==> src/design/mstms_pkg.sv <==
`timescale 1ns / 1ps
// shared constants and beat types for max_subarray_min_times_sum
// no dependencies

package mstms_pkg;

	localparam int unsigned MAX_ITEMS_DEF  = 4096;
	localparam int unsigned VALUE_BITS_DEF = 20;
	localparam int unsigned VALUE_W        = 20;
	localparam int unsigned PREFIX_W       = 32;
	localparam int unsigned BEST_W         = 52;

	typedef struct packed {
		logic [VALUE_W-1:0] value;
		logic               is_last;
	} in_beat_t;

	typedef struct packed {
		logic [BEST_W-1:0] best;
		logic              overflowed;
	} out_beat_t;

endpackage

==> src/design/mstms_score.sv <==
`timescale 1ns / 1ps
// product pipeline and running maximum of the scored runs
// depends on mstms_pkg

module mstms_score #(
	parameter int unsigned VALUE_BITS = mstms_pkg::VALUE_BITS_DEF
) (
	input  logic                            clk,
	input  logic                            arst_n,
	input  logic                            clr,
	input  logic                            mul_v,
	input  logic [VALUE_BITS-1:0]           mul_a,
	input  logic [mstms_pkg::PREFIX_W-1:0]  mul_b,
	output logic [mstms_pkg::BEST_W-1:0]    best,
	output logic                            busy
);
	import mstms_pkg::*;

	localparam int unsigned PW = VALUE_BITS + PREFIX_W;

	logic [PW-1:0]     full_prod;
	logic [BEST_W-1:0] prod_s2;
	logic              prod_v_s2;
	logic [BEST_W-1:0] best_q;

	assign full_prod = mul_a * mul_b;

	always_ff @(posedge clk) begin
		if (mul_v) begin
			prod_s2 <= BEST_W'(full_prod);
		end
	end

	always_ff @(posedge clk or negedge arst_n) begin
		if (!arst_n) begin
			prod_v_s2 <= 1'b0;
			best_q    <= '0;
		end else begin
			prod_v_s2 <= mul_v;
			if (clr) begin
				best_q <= '0;
			end else if (prod_v_s2 && (prod_s2 > best_q)) begin
				best_q <= prod_s2;
			end
		end
	end

	assign best = best_q;
	assign busy = mul_v | prod_v_s2;

endmodule

==> config.mk <==
export PLATFORM = sky130hd
export DESIGN_NAME = mstms_score
export DESIGN_NICKNAME = d
export VERILOG_FILES = /design/src/design/mstms_pkg.sv /design/src/design/mstms_score.sv
export SDC_FILE = /design/constraint.sdc
export NUM_CORES = 2
export LEC_CHECK = 0
export ABC_AREA = 1
export BUFFER_PORTS_ARGS = -buffer_cell sky130_fd_sc_hd__buf_2
export CORE_MARGIN = 1
export CORE_UTILIZATION = 30
export DETAILED_ROUTE_END_ITERATION = 7
export GPL_ROUTABILITY_DRIVEN = 0
export PLACE_DENSITY_LB_ADDON = 0.08
export SETUP_SLACK_MARGIN = 0.15
export SLEW_MARGIN = 10
export SYNTH_ARGS = -nofsm -noshare
export SYNTH_HDL_FRONTEND = slang
export SYNTH_SLANG_ARGS = --single-unit
==> constraint.sdc <==
create_clock -name clk -period 6.05 [get_ports clk]
set_clock_uncertainty 0.2 [all_clocks]
set_input_delay 0.605 -clock clk [delete_from_list [all_inputs] [get_ports clk]]
set_output_delay 0.605 -clock clk [all_outputs]
set_load 0.1 [all_outputs]
## Word-level counts from Yosys, hierarchy flattened

Index checks and enable logic that the tools add are counted.

- Output and inout port bits: 53
- Word-level logic and storage cells: 10
- Register bits after elaboration: 105
- Bits of input ports: 56

- Bitwise gates (word level): 1
- Reduce and logical (&&, ||, !) cells: 2
- Multiply operators: 1
- Multiplexer cells: 2
- $lt $le $gt $ge: 1

Operators by type and width:

| cell | count |
|---|---|
| two-way mux 52 bit | 2 |
| > comparator 52 bit | 1 |
| multiplier 20 x 32 -> 52 bit | 1 |
| nonzero test 2 bit | 1 |
| logical AND 1 bit | 1 |
| bitwise OR 1 bit | 1 |

## Longest topological paths before layout

- Depth in word-level cells: 4
- Mapped depth: 29
- Mapped depth without buffers: 28

## Least setup slack after synthesis

OpenSTA, ideal clock, no wires.

- Path kind: input-to-reg
- From: input mul_a[5]
- To: register prod_s2[38], data pin
- Arrival: 5.811 ns
- Path buffers: 1
- Setup slack: -0.213 ns
- Setup time: 0.253 ns
- Stages on the path: 23
- Cells stage by stage: clkbuf_1 > nand2_1 > fa_1 > fa_1 > inv_1 > fa_1 > inv_1 > fa_1 > inv_1 > fa_1 > fa_1 > inv_1 > fa_1 > inv_1 > ha_1 > nand2_1 > nor2_1 > inv_2 > nor3_4 > nand3_1 > nand3b_1 > nand4_1 > nand2_1

- Longest elaborated chain between the ends: 1

Ends and longest elaborated chain:

| what | line | RTL |
|---|---|---|
| start, declared | mstms_score.sv:12 | `input logic [VALUE_BITS-1:0] mul_a,` |
| multiplier 20 x 32 -> 52 bit | mstms_score.sv:26 | `assign full_prod = mul_a * mul_b;` |
| net full_prod[38] | mstms_score.sv:21 | `logic [PW-1:0] full_prod;` |
| end signal, assigned | mstms_score.sv:30 | `prod_s2 <= BEST_W'(full_prod);` |
| end, declared | mstms_score.sv:22 | `logic [BEST_W-1:0] prod_s2;` |

The timed path passes the listed nets, and every way through them passes these cells.
A chain may end at the register's enable or synchronous reset.

## Final worst setup path

Ends and elaborated chain as after synthesis.

==> results.md <==
* Vias in the first global route at 24100
* Crit path launch type: input pin
* Slowest Stage Delay on Critical Path at 0.55 ns
* Worst Max-Slew Pin Slew at 0.921 ns
* Final Core Density at 40.0%
* Clock Path Buffers at 2
* Max-cap violations at 0
* # DRC at 0
* Mapped Area at 27600 µm²
* HP Class: in -> async
* Count of cell types in the netlist at 36
* Starting density of the core at 30.5%
* FP Rows at 110
* CTS Buf Count at 9
* Reg2reg setup slack at 3.20 ns
* Die ar. at 93400 µm²
* I/O Buffers at 108
* Clock sinks at 105
* DIE HEIGHT at 306 µm
* Slowest CP cell: fa_1
* Post-synthesis cell count at 3509
* WL final at 87800 µm
* Antenna cell count at 0
* Total GRT Usage at 19.3%
* Yosys reg bits at 105
* Main synth FF type: dfrtp_1
* Final-report max-slew violation count at 0
* CTS tree: done
* Violated checks: setup timing
* Final period util at 103%
* RSZ-0062 raised after global routing: yes
* Share of cells above drive strength 1 at 29.5%
* Vias at 22300
* Fmax at 161 MHz
* Worst-path clk slew at 0.07 ns
* PnR worst setup slack at -0.178 ns
* Kind of critical path: in -> reg
* Num ports at 109
* Crit Reg-Reg Startpoint: prod_s2[46]$_DFFE_PP_
* Synthesis warning total at 0
* Worst endpoint required time at 5.98 ns
* Core box area at 90700 µm²
* Endpoint class of the critical path: flip-flop
* R2R Path End: best[51]$_DFFE_PN0P_
* Routed WL per cell at 17.3 µm
* Buffers and inverters on the worst path at 9
* Worst-Skew Late Latency at 0.37 ns
* Reg2Reg Depth at 12
* Largest net degree at the start of global routing at 71
* Register area share after synthesis at 10.4%
* Synthesis-to-finish area growth at 31.3%
* Syn avg cell area at 7.88 µm²
* Worst Path Max Fanout at 8
* Initial antenna violation count at 0
* Fraction of registers with async set/reset at 50.5%
* DRT Pass-1 Iters at 5
* Clk root buf: clkbuf_16
* Clock period minus worst slack at 6.23 ns
* Number of enable flip-flop cells after synthesis at 52
* Max-Slew Margin vs Limit at 38.6%
* Initial DRC count at 971
* Total gr overflow at 0
* Family with the most delay on the worst path: adder cells
* Vias per inst at 4.39
* Dpl hpwl at 74500 µm
* Syn_nets at 4315
* Routed Antenna Nets at 0
* Status: complete, but fails checks
* Most frequent CP cell: fa_1
* H-Tree Depth at 3
* Final setup fails at 25
* Nets at 4709
* Die Width at 306 µm
* Worst EP arrival at 6.15 ns
* First-pass GRT wire length at 140000 µm
* Final Hold Viols at 0
[synth_stat cells (7+ instances only)]
cell,instances,area share [%]
nand2_2,54,1.2
nand3_1,51,0.92
clkbuf_1,127,1.7
nand4_1,73,1.7
o21ai_0,43,0.78
ha_1,214,9.7
xor2_1,29,0.92
nand2_1,937,13
nor2_1,109,1.5
buf_4,14,0.38
inv_1,1012,14
nand3_2,51,1.8
dfrtp_1,53,4.8
a21oi_1,85,1.5
edfxtp_1,52,5.6
fa_1,536,39
nor3_1,7,0.13
[registers in the layout, summed over array words and instances (netlist names)]
| signal | cells |
|---|---|
| prod_s2 | 52 |
| prod_v_s2 | 1 |
| best | 52 |
[per-stage QoR]
stage	setup slack [ns]	instances	cell area (µm²)	hold slack, ns	setup TNS, ns
finish	-0.178	5084	36300	0.172	-1.39
global route	-0.319	5084	36300	0.241	-6.86
CTS	-0.130	5049	34800	0.209	-1.46
detailed placement	-0.887	5001	32500	0.323	-28.72
global placement	-0.897	5001	32500	0.328	-28.35
floorplan	0.0109	3509	28400	0.109	0
[routing by layer]
| metal | GRT usage (%) | vias up | share of wire, % | wire length (µm) |
|---|---|---|---|---|
| li1 | - | 10900 | - | - |
| met1 | 26.9 | 11100 | 49 | 42600 |
| met3 | 1.47 | 47 | 2.2 | 1890 |
| met2 | 33.0 | 260 | 48 | 42200 |
| met4 | 2.98 | 0 | 1.2 | 1040 |
| met5 | 0 | - | 0 | 0 |
[timing repair]
item                       CTS  global route
buffers inserted            26            32
cloned                       6             3
hold buffers                 0             0
setup endpoints to repair   41            43
gates resized for setup    464           307
pin swaps                  155           169
[how the worst max path moves through the flow]
stage                     slack [ns]               endpoint       from  cells after the start
after floorplan                 0.01  prod_s2[38]$_DFFE_PP_  mul_a[10]                     25
after global placement         -0.90  prod_s2[38]$_DFFE_PP_  mul_a[14]                     24
after detailed placement       -0.89  prod_s2[38]$_DFFE_PP_  mul_a[14]                     24
after CTS                      -0.13  prod_s2[46]$_DFFE_PP_   mul_a[6]                     27
after global routing           -0.32  prod_s2[38]$_DFFE_PP_   mul_a[2]                     25
final                          -0.18  prod_s2[38]$_DFFE_PP_   mul_a[5]                     25
[cell type report]
type                    instances  area (µm²)
fillers                      9238       54400
clock buffers                  12         236
repair buffers                533        5160
multi-input cells            2235       22700
well taps                    1176        1470
clock inverters                 4        28.8
flip-flops and latches        105        2890
inverters                    1019        3830
[logic make-up (layout without fill, tap and decap cells)]
family,count (synthesis),count (layout),synth area share (%)
adder cells (fa/ha/maj),750,750,48.5
AND/OR/NAND/NOR,1299,1299,20.7
XOR/XNOR,34,34,1.08
buffers and inverters,1169,1568,16.4
AO/OA/AOI/OAI,152,152,2.93
flip-flops,105,105,10.4
[cells in the final DEF (no fill, tap or decap), types with 14 or more instances in the layout]
cell and instances:
buf_2 69, buf_4 303, nand4_1 73, buf_8 17, a21oi_4 23, inv_2 82, ha_1 175, a21oi_1 34
nor2_2 28, fa_1 493, nand3_2 64, nor2_1 43, nor2_4 45, edfxtp_1 52, o21ai_2 19, nand2_1 807
buf_6 77, dfrtp_1 53, nand2_2 136, nand2_4 44, nand3_1 32, ha_4 39, buf_12 56, inv_1 933
fa_2 43, xor2_1 19, a21oi_2 28, o21ai_0 14
Power is left out: the tool's default activity adds up to more than one toggle a clock period on the data nets, which glitch-free logic cannot reach.
