**config.mk**
```make
export PLATFORM = sky130hd
export DESIGN_NAME = mstms_ram
export DESIGN_NICKNAME = d
export VERILOG_FILES = /design/src/design/mstms_ram.sv
export SDC_FILE = /design/constraint.sdc
export NUM_CORES = 1
export LEC_CHECK = 0
export BUFFER_PORTS_ARGS = -buffer_cell sky130_fd_sc_hd__buf_2
export CORE_MARGIN = 5
export CORE_UTILIZATION = 35
export DETAILED_ROUTE_END_ITERATION = 16
export SETUP_SLACK_MARGIN = 0.02
export SLEW_MARGIN = 20
export SYNTH_ARGS = -nofsm -noshare
export SYNTH_HDL_FRONTEND = slang
export SYNTH_SLANG_ARGS = --single-unit
```
**constraint.sdc**
```tcl
create_clock -name clk -period 3.1 [get_ports clk]
set_input_delay 0.465 -clock clk [delete_from_list [all_inputs] [get_ports clk]]
set_output_delay 0.465 -clock clk [all_outputs]
set_load 0.01 [all_outputs]
```
**src/design/mstms_ram.sv**
```systemverilog
`timescale 1ns / 1ps
// simple dual-port synchronous ram, one write and one registered read port
// no dependencies

module mstms_ram #(
	parameter int unsigned WIDTH = 8,
	parameter int unsigned DEPTH = 16
) (
	input  logic                     clk,
	input  logic                     we,
	input  logic [$clog2(DEPTH)-1:0] waddr,
	input  logic [WIDTH-1:0]         wdata,
	input  logic                     re,
	input  logic [$clog2(DEPTH)-1:0] raddr,
	output logic [WIDTH-1:0]         rdata
);

	logic [WIDTH-1:0] mem [DEPTH];
	logic [WIDTH-1:0] rdata_q;

	always_ff @(posedge clk) begin
		if (we) begin
			mem[waddr] <= wdata;
		end
	end

	always_ff @(posedge clk) begin
		if (re) begin
			rdata_q <= mem[raddr];
		end
	end

	assign rdata = rdata_q;

endmodule

```
# After elaboration in Yosys (flattened, before gate mapping)
# Memories as Yosys holds them, arrays and structs flattened. A register that Yosys moved wholly into a read port is not among the register bits.
# Index checks and enable logic that the tools add are counted.
dict set report totals {
  n_memories 1
  register_bits 0
  output_inout_bits 8
  ramBits 128
}
# name words width rd rd_ports_with_merged_regs write_ports line_no
set memory_table {}
lappend memory_table {mem 16 8 1 1 1 18} ;# logic [WIDTH-1:0] mem [DEPTH];
dict set report op_classes {
  muxes 2
}
# operator n
set ops {}
lappend ops {{two-way mux 1 bit} 2}

# Depth between registers and ports, before layout
# Gate-level depths: netlist of run 1.
dict set report depth {
  ltp_word 2
  depth_mapped 5
  mapped_depth_nobuf 3
}

# Least setup slack after synthesis of run 1
# OpenSTA, ideal clock, no wires.
dict set report synth_path {
  path_kind {in2reg}
  startpoint {input waddr[2]}
  endpoint {memory mem[0][0] (enable)}
  slack_ns 1.142
  setup_time_ns 0.383
  required_ns 2.717
  cell_stages 2
  arrival_time_ns 1.575
  n_path_buf 0
  cell_sequence {or3b_2 nor3_1}
}
# item line_no
set synth_lines {}
lappend synth_lines {{start, declared} 11} ;# input logic [$clog2(DEPTH)-1:0] waddr,
lappend synth_lines {{end, declared} 18}
# No word-level cell before the write port.

==> results of run 1 <==
-- stage by stage --
stage / total power, mW / worst slack [ps] / cell area [µm²] / utilization (%) / cells
floorplan: 2.23 / 1140 / 5230 / - / 229
global placement: 2.31 / 754 / 5600 / 38.4 / 442
detailed placement: 2.31 / 735 / 5600 / 38.4 / 442
CTS: 4.22 / 1150 / 6170 / 42.3 / 474
global route: 4.32 / 1020 / 6170 / 42.3 / 474
finish: 4.19 / 1180 / 6170 / 42.3 / 474
-- state kept, by name (all words and copies together), names as in the netlist --
register / flops
mem: 128
rdata: 8
-- layer usage --
metal,track usage [%],vias up,part of all wire [%]
met5,0,-,0
met3,3.36,7,6.6
li1,-,1077,-
met1,16.8,1287,46
met2,17.9,83,47
met4,3.28,0,0.70
-- area by class of cell --
class / count / area [µm²] / share of cell area, %
clock inverters: 12 / 133 / 2.15
well taps: 184 / 230 / 3.73
clock buffers: 20 / 437 / 7.08
repair buffers: 39 / 228 / 3.69
flip-flops and latches: 136 / 4080 / 66.2
multi-input cells: 83 / 1060 / 17.1
-- cells in the mapped netlist --
| cell | instances |
|---|---|
| nand2b_1 | 2 |
| nor3_1 | 4 |
| and2b_1 | 1 |
| edfxtp_1 | 136 |
| nand3_1 | 1 |
| and2_1 | 1 |
| clkdlybuf4s25_2 | 3 |
| a22oi_1 | 16 |
| buf_2 | 3 |
| buf_6 | 3 |
| mux4_1 | 14 |
| buf_4 | 1 |
| nor2_1 | 13 |
| or3b_2 | 1 |
| nand3b_1 | 2 |
| nor2b_1 | 1 |
| mux4_2 | 18 |
| nand2_1 | 9 |
-- final timing paths --
path                   start        to  slack (ps)
hold reg to reg   mem[15][1]  rdata[1]         750
hold / removal            re  rdata[4]         430
setup reg to reg   mem[1][1]  rdata[1]        1440
setup / recovery    raddr[0]  rdata[0]        1180
-- cells by family (layout without fill, tap and decap cells) --
kind of cell           count (synthesis)  in the layout  share of synthesized area (%)
AO/OA/AOI/OAI                         16             16                           2.30
flip-flops                           136            136                           78.1
AND/OR/NAND/NOR                       35             35                           3.14
multiplexers                          32             32                           14.8
buffers and inverters                 10             71                           1.65
-- worst reg2reg max path, delay by kind of cell (launching register included) --
kind / cells / cell delay [ps]
AOI/OAI and AO/OA: 1 / 370
DFF: 1 / 370
muxes: 1 / 580
and+or+nand+nor: 1 / 90
-- power breakdown --
part,internal [mW],leakage (nW),switching (mW)
Combinational,0.0759,0.541,0.113
Clock,1.25,0.277,0.669
Sequential,2.07,1.24,0.00979
Total,3.40,2.05,0.792
==> impl_metrics.toml, run 1 <==
[run_status]
status = "complete, no violations"

[power_and_ir_drop]
powerDensity_nw_per_um2 = 679
ir_drop_mv = 0.459
power_leakage_nw = 2.05

[routing]
vias_per_cell = 5.18
drtIter0Drc = 201
post_drt_wl_per_cell_um = 21.3
ant_nets = 0
route.detailed.drc = 0
drt-pass1-iter-count = 4
wirelength_um = 10100
vias = 2454

[cts]
post_cts_resized = 0
clk-insertion-delay-late_ps = 400
hold_buffers = 0
cts_tree = "yes"
cts_setup_buffers = 0
cts_sinks = 136
numCtsBuffers = 17
cts.clk_slew.worst_paths_ps = 50
clockBufferDepth = 2
htree_levels = 4
cts-root-buf = "clkbuf_16"

[timing]
final.period_utilization_pct = 62.0
hold_slack_ps = 435
setup_tns_ps = 0
slew_headroom_pct = 40.4
grt_setup_unrepaired = "false"
period_minus_slack_ps = 1920
worstMarginPinSlew_ps = 891
fmax_ghz = 0.521
final-max-slew-violation-count = 0
fin_worst_skew_ps = 6.74
finalSetupViolations = 0
hold_violations = 0

[global_routing]
grt_use_total_pct = 11.8
grt_pass1_wl_um = 15200
grt_max_degree = 18
gr-total-overflow = 0
antenna_found_initial = 0
grt_pass1_vias = 2542

[synth]
synthesis.instances = 229
yosys.cell_types.count = 18
ys_top_cells_by_area = "edfxtp_1, mux4_2, mux4_1"
yosysTopAreaCell = "edfxtp_1"
synth_nets = 248
synth_seq_cells = 136
yosysWarnings = 0
seq_area_frac_synth_pct = 78.1
synth.top_cell.area_share_pct = 78.1
netlist_area_um2 = 5230
avgSynthCellArea_um2 = 22.8

[setup_path]
r2r.worst_path.cells = 3
path_class = "primary input to flop"
arrival_ps = 2070
slowest_stage = "mux4_1"
critPathMaxStageDelay_ps = 570
cp_num_cells = 5
cp_cell_sequence = "buf_2, buf_4, mux4_1, a22oi_1, nand2_1"
worstPathMaxFanout = 15
cp.required_ps = 3250
crit_family = "buffers and inverters"
startpoint_type = "primary input"
endpoint_kind = "flop"
crit_buf_inv = 2

[die]
initial_utilization_pct = 35.8
die_height_um = 132
core_um2 = 14600
die_x_um = 132
dieArea_um2 = 17500
rows = 44
io_pins = 27

[placement]
numPortBuffers = 26
dp.final_hpwl_um = 6670
finalWeightedCongestion = 0.779

[final_layout]
area_delta_synth_final_pct = 18.0
fillers = 1237
num_antenna_cells = 0
mostFrequentLayoutCells = "edfxtp_1, buf_2, mux4_2"
final_nets = 296
final_common_cell = "edfxtp_1"
drive_above_1_share_pct = 28.6

[hold_path]
hold_path_class = "primary input to flop"
hold_depth = 1

[job]
drv_cap = 0
No activity file was read; power rests on OpenSTA's default activity.
==> inputs of run 2 (changes only) <==
Settings changed: ABC_AREA from default to 1.
Clock period 3.1 ns to 1.75 ns, I/O delays scaled along.
==> impl_metrics.toml, run 2 <==
[run_status]
status = "complete, no violations"

[synth]
yosys.area_share.simple_pct = 20.8
synth_compound_area_share_pct = 0
synth_edf_count = 136
yosys.cell_count.top_type = "nand2_1"
seq_area_frac_synth_pct = 69.8
avgSynthCellArea_um2 = 10.6
synth_seq_cells = 136
synth_xor_area_share_pct = 0
ys_top_cells_by_area = "edfxtp_1, nand2_1, nand3_1"
synth.top_cell.area_share_pct = 69.8
yosys-top-cells-count = "nand2_1, edfxtp_1, inv_1"
synth_top_family_by_area = "simple AND/OR/NAND/NOR gates"
ys.flop_type = "edfxtp_1"
netlist_area_um2 = 5850
async_flop_share_pct = 0
synthAdderAreaFrac_pct = 0
synth_nets = 570
synthMuxAreaShare_pct = 0
yosysWarnings = 0
yosysTopAreaCell = "edfxtp_1"
synthesis.instances = 551
yosys.cell_types.count = 11

[timing]
finalSetupViolations = 0
setup_tns_ps = 0
fmax_ghz = 0.800
grt_setup_unrepaired = "false"
hold_violations = 0
fin_ws_ps = 500
final.period_utilization_pct = 71.5
fin_worst_skew_ps = 11.9
slew_headroom_pct = 56.4
period_minus_slack_ps = 1250
final-max-slew-violation-count = 0
worstMarginPinSlew_ps = 652

[global_routing]
gr-total-overflow = 0
grt_pass1_wl_um = 21500
grt_max_degree = 49
antenna_found_initial = 0
grt_pass1_vias = 3922
grt_use_total_pct = 14.7

[setup_path]
crit_family = "flip-flops"
endpoint_kind = "primary output"
rrSetupSlack_ps = 600
crit_buf_inv = 1
slowest_stage = "edfxtp_1"
cp.required_ps = 1490
r2r.worst_path.cells = 6
worstPathMaxFanout = 1
cp_num_cells = 1
path_class = "flop to primary output"
critPathMaxStageDelay_ps = 410
cp_cell_sequence = "buf_2"
arrival_ps = 990
startpoint_type = "flop"

[cts]
numCtsBuffers = 17
cts.clk_slew.worst_paths_ps = 60
cts_setup_buffers = 0
cts_tree = "yes"
post_cts_resized = 0
clockBufferDepth = 2
htree_levels = 4
clk-insertion-delay-late_ps = 420
cts-root-buf = "clkbuf_16"
hold_buffers = 0
cts_sinks = 136

[final_layout]
final_nets = 617
mostFrequentLayoutCells = "nand2_1, edfxtp_1, inv_1"
regArea_um2 = 4080
num_antenna_cells = 0
multi_input_area_um2 = 1210
largest_register_ffs = 128
drive_above_1_share_pct = 12.9
final_cells = 831
top_register = "mem"
final_common_cell = "nand2_1"
area_delta_synth_final_pct = 16.7
fillers = 1617

[placement]
finalWeightedCongestion = 0.854
numPortBuffers = 26
place_ws_ps = 163
dp.cells = 799
dp.final_hpwl_um = 8650

[routing]
post_drt_wl_per_cell_um = 16.3
drt-pass1-iter-count = 5
vias = 3919
wirelength_um = 13600
vias_per_cell = 4.72
drtIter0Drc = 405
ant_nets = 0
route.detailed.drc = 0

[power_and_ir_drop]
powerDensity_nw_per_um2 = 1070
p_total_mw = 7.31
power_leakage_nw = 2.93
ir_drop_mv = 0.638

[die]
dieArea_um2 = 19400
rows = 47
die_height_um = 139
initial_utilization_pct = 35.5
die_x_um = 139
io_pins = 27
core_um2 = 16500

[hold_path]
hold_depth = 1
hold_path_class = "primary input to flop"

[job]
drv_cap = 0
## run 2: cell types whose count changed after synthesis, moves of 3 or more
| cell | change |
|---|---|
| a22oi_1 | -16 |
| nor3_1 | -4 |
| mux4_1 | -14 |
| buf_4 | +3 |
| nand2_1 | +164 |
| nor2_1 | +4 |
| inv_1 | +100 |
| mux4_2 | -18 |
| buf_6 | +3 |
| nand3_1 | +96 |
| buf_2 | +10 |
| clkdlybuf4s25_2 | -3 |
## run 2: final timing paths
check / start / end
max reg2reg: mem[6][4] / rdata[4]
min reg2reg: mem[15][7] / rdata[7]
max: rdata[1] / rdata[1]
min: re / rdata[7]
## run 2: cells by family after synthesis
logic type	after synthesis
buf+inv	126
simple gates	289
flops	136
## run 2: area by class of cell
class | instances | share of cell area [%]
clock buffers | 18 | 6.29
well taps | 220 | 4.03
repair buffers | 52 | 5.13
clock inverters | 14 | 1.32
inverters | 102 | 5.61
multi-input cells | 289 | 17.8
flip-flops and latches | 136 | 59.8
## run 2: through the flow
step	util (%)	cell area, µm²	hold slack, ps
2_1_floorplan	-	5850	361
3_3_place_gp	38.3	6310	632
3_5_place_dp	38.3	6310	636
4_1_cts	41.5	6830	195
5_1_grt	41.5	6830	205
6_report	41.5	6830	212
## run 2: layer usage
layer / global-route usage, % / part of all wire, %
met3: 3.88 / 6.4
met5: 0 / 0
met2: 22.6 / 47
met4: 5.25 / 1.8
met1: 20.1 / 45
## run 2: power breakdown
part           leakage [nW]  internal [mW]  switching [mW]
clock network         0.258           1.90            1.26
registers              1.24           3.67          0.0204
logic                  1.44          0.136           0.319
total                  2.93           5.71            1.60
==> inputs of run 3 (changes only) <==
Settings changed: ABC_AREA 1 to 0.
Clock period 1.75 ns to 1 ns, I/O delays scaled along.
==> impl_metrics.toml, run 3 (synthesis gave the netlist of run 1 again) <==
[cts]
cts.clk_slew.worst_paths_ps = 50
cts_setup_buffers = 0
cts-root-buf = "clkbuf_16"
cts_tree = "yes"
clockBufferDepth = 2
cts_sinks = 136
htree_levels = 4
hold_buffers = 0
numCtsBuffers = 17
clk-insertion-delay-late_ps = 410

[routing]
ant_nets = 0
vias_per_cell = 5.06
drtIter0Drc = 182
route.detailed.drc = 0
vias = 2496
drt-pass1-iter-count = 4
wirelength_um = 10300
post_drt_wl_per_cell_um = 20.8

[timing]
final-max-slew-violation-count = 0
slew_headroom_pct = 40.0
fin_ws_ps = -427
worstMarginPinSlew_ps = 897
grt_setup_unrepaired = "true"
fin_worst_skew_ps = 4.60
period_minus_slack_ps = 1430
fmax_ghz = 0.701
finalSetupViolations = 16
setup_tns_ps = -3790
final.period_utilization_pct = 143
hold_violations = 0

[run_status]
status = "complete, but fails checks"
violations = "negative setup slack"

[die]
io_pins = 27
die_height_um = 132
rows = 44
dieArea_um2 = 17500
initial_utilization_pct = 35.8
core_um2 = 14600
die_x_um = 132

[power_and_ir_drop]
p_total_mw = 12.5
power_leakage_nw = 2.17
swShare_pct = 19.5
ir_drop_mv = 1.33
combPwrFrac_pct = 6.1
power.internal_mw = 10.1
clkPwrFrac_pct = 42.4
powerDensity_nw_per_um2 = 1880
power_frac_seq_pct = 51.5
p_sw_mw = 2.45

[global_routing]
grt_max_degree = 24
grt_use_total_pct = 12.4
grt_pass1_wl_um = 15900
antenna_found_initial = 0
gr-total-overflow = 0
grt_pass1_vias = 2644

[final_layout]
num_antenna_cells = 0
final_cells = 493
largest_register_ffs = 128
design_area_um2 = 6660
drive_above_1_share_pct = 46.6
final_nets = 319
area_delta_synth_final_pct = 27.3
final_common_cell = "edfxtp_1"
top_register = "mem"
mostFrequentLayoutCells = "edfxtp_1, mux4_2, buf_2"

[placement]
dp.final_hpwl_um = 6990
dp.cells = 465
dpl_cell_area_um2 = 6110
finalWeightedCongestion = 0.730
numPortBuffers = 26

[setup_path]
path_class = "flop to flop"
cp.required_ps = 1160
rrSetupSlack_ps = -430
worstPathMaxFanout = 1
endpoint_kind = "flop"
startpoint_type = "flop"
arrival_ps = 1590

[job]
drv_cap = 0

[hold_path]
hold_path_class = "primary input to flop"
## run 3: final timing paths
path,from,cells past startpoint,endpoint
worst min register to register,mem[15][4],3,rdata[4]
worst max register to register,mem[3][4],3,rdata[4]
worst min-delay path,wdata[0],1,mem[14][0]
worst max-delay path,mem[3][4],3,rdata[4]
## run 3: layout make-up
type | instances | area, µm²
clock buffers | 21 | 440
fillers | 1207 | 7930
flip-flops and latches | 136 | 4080
repair buffers | 62 | 651
clock inverters | 7 | 57.6
well taps | 184 | 230
multi-input cells | 83 | 1190
## run 3: metrics by stage
step,hold slack (ps),setup WS [ps],utilization [%]
after floorplan,249,-350,-
after global placement,537,-790,41.9
after detailed placement,545,-814,41.9
after CTS,109,-439,45.5
after global routing,125,-485,45.6
final,120,-427,45.6
## run 3: power by group through the flow
stage	Clock [mW]	Combinational (mW)	Sequential [mW]
finish	5.31	0.765	6.47
global route	5.66	0.834	6.47
CTS	5.42	0.770	6.47
global placement	0	0.735	6.58
floorplan	0	0.389	6.58
detailed placement	0	0.750	6.58
## run 3: what timing repair did
item	CTS	global route
endpoints found under the hold margin	0	0
pin swaps	0	4
setup endpoints to repair	16	22
gates cloned	0	0
gates resized for setup	7	4
## run 3: layer usage
metal  GRT usage [%]  wire [µm]
met4            4.75        161
met3            3.55        736
met5               0          0
met1            17.0       4520
met2            18.8       4840
## run 3: critical path, stage by stage, from the launching register on
cell	delay [ps]
edfxtp_1	360
mux4_2	490
a22oi_2	250
nand2_1	80
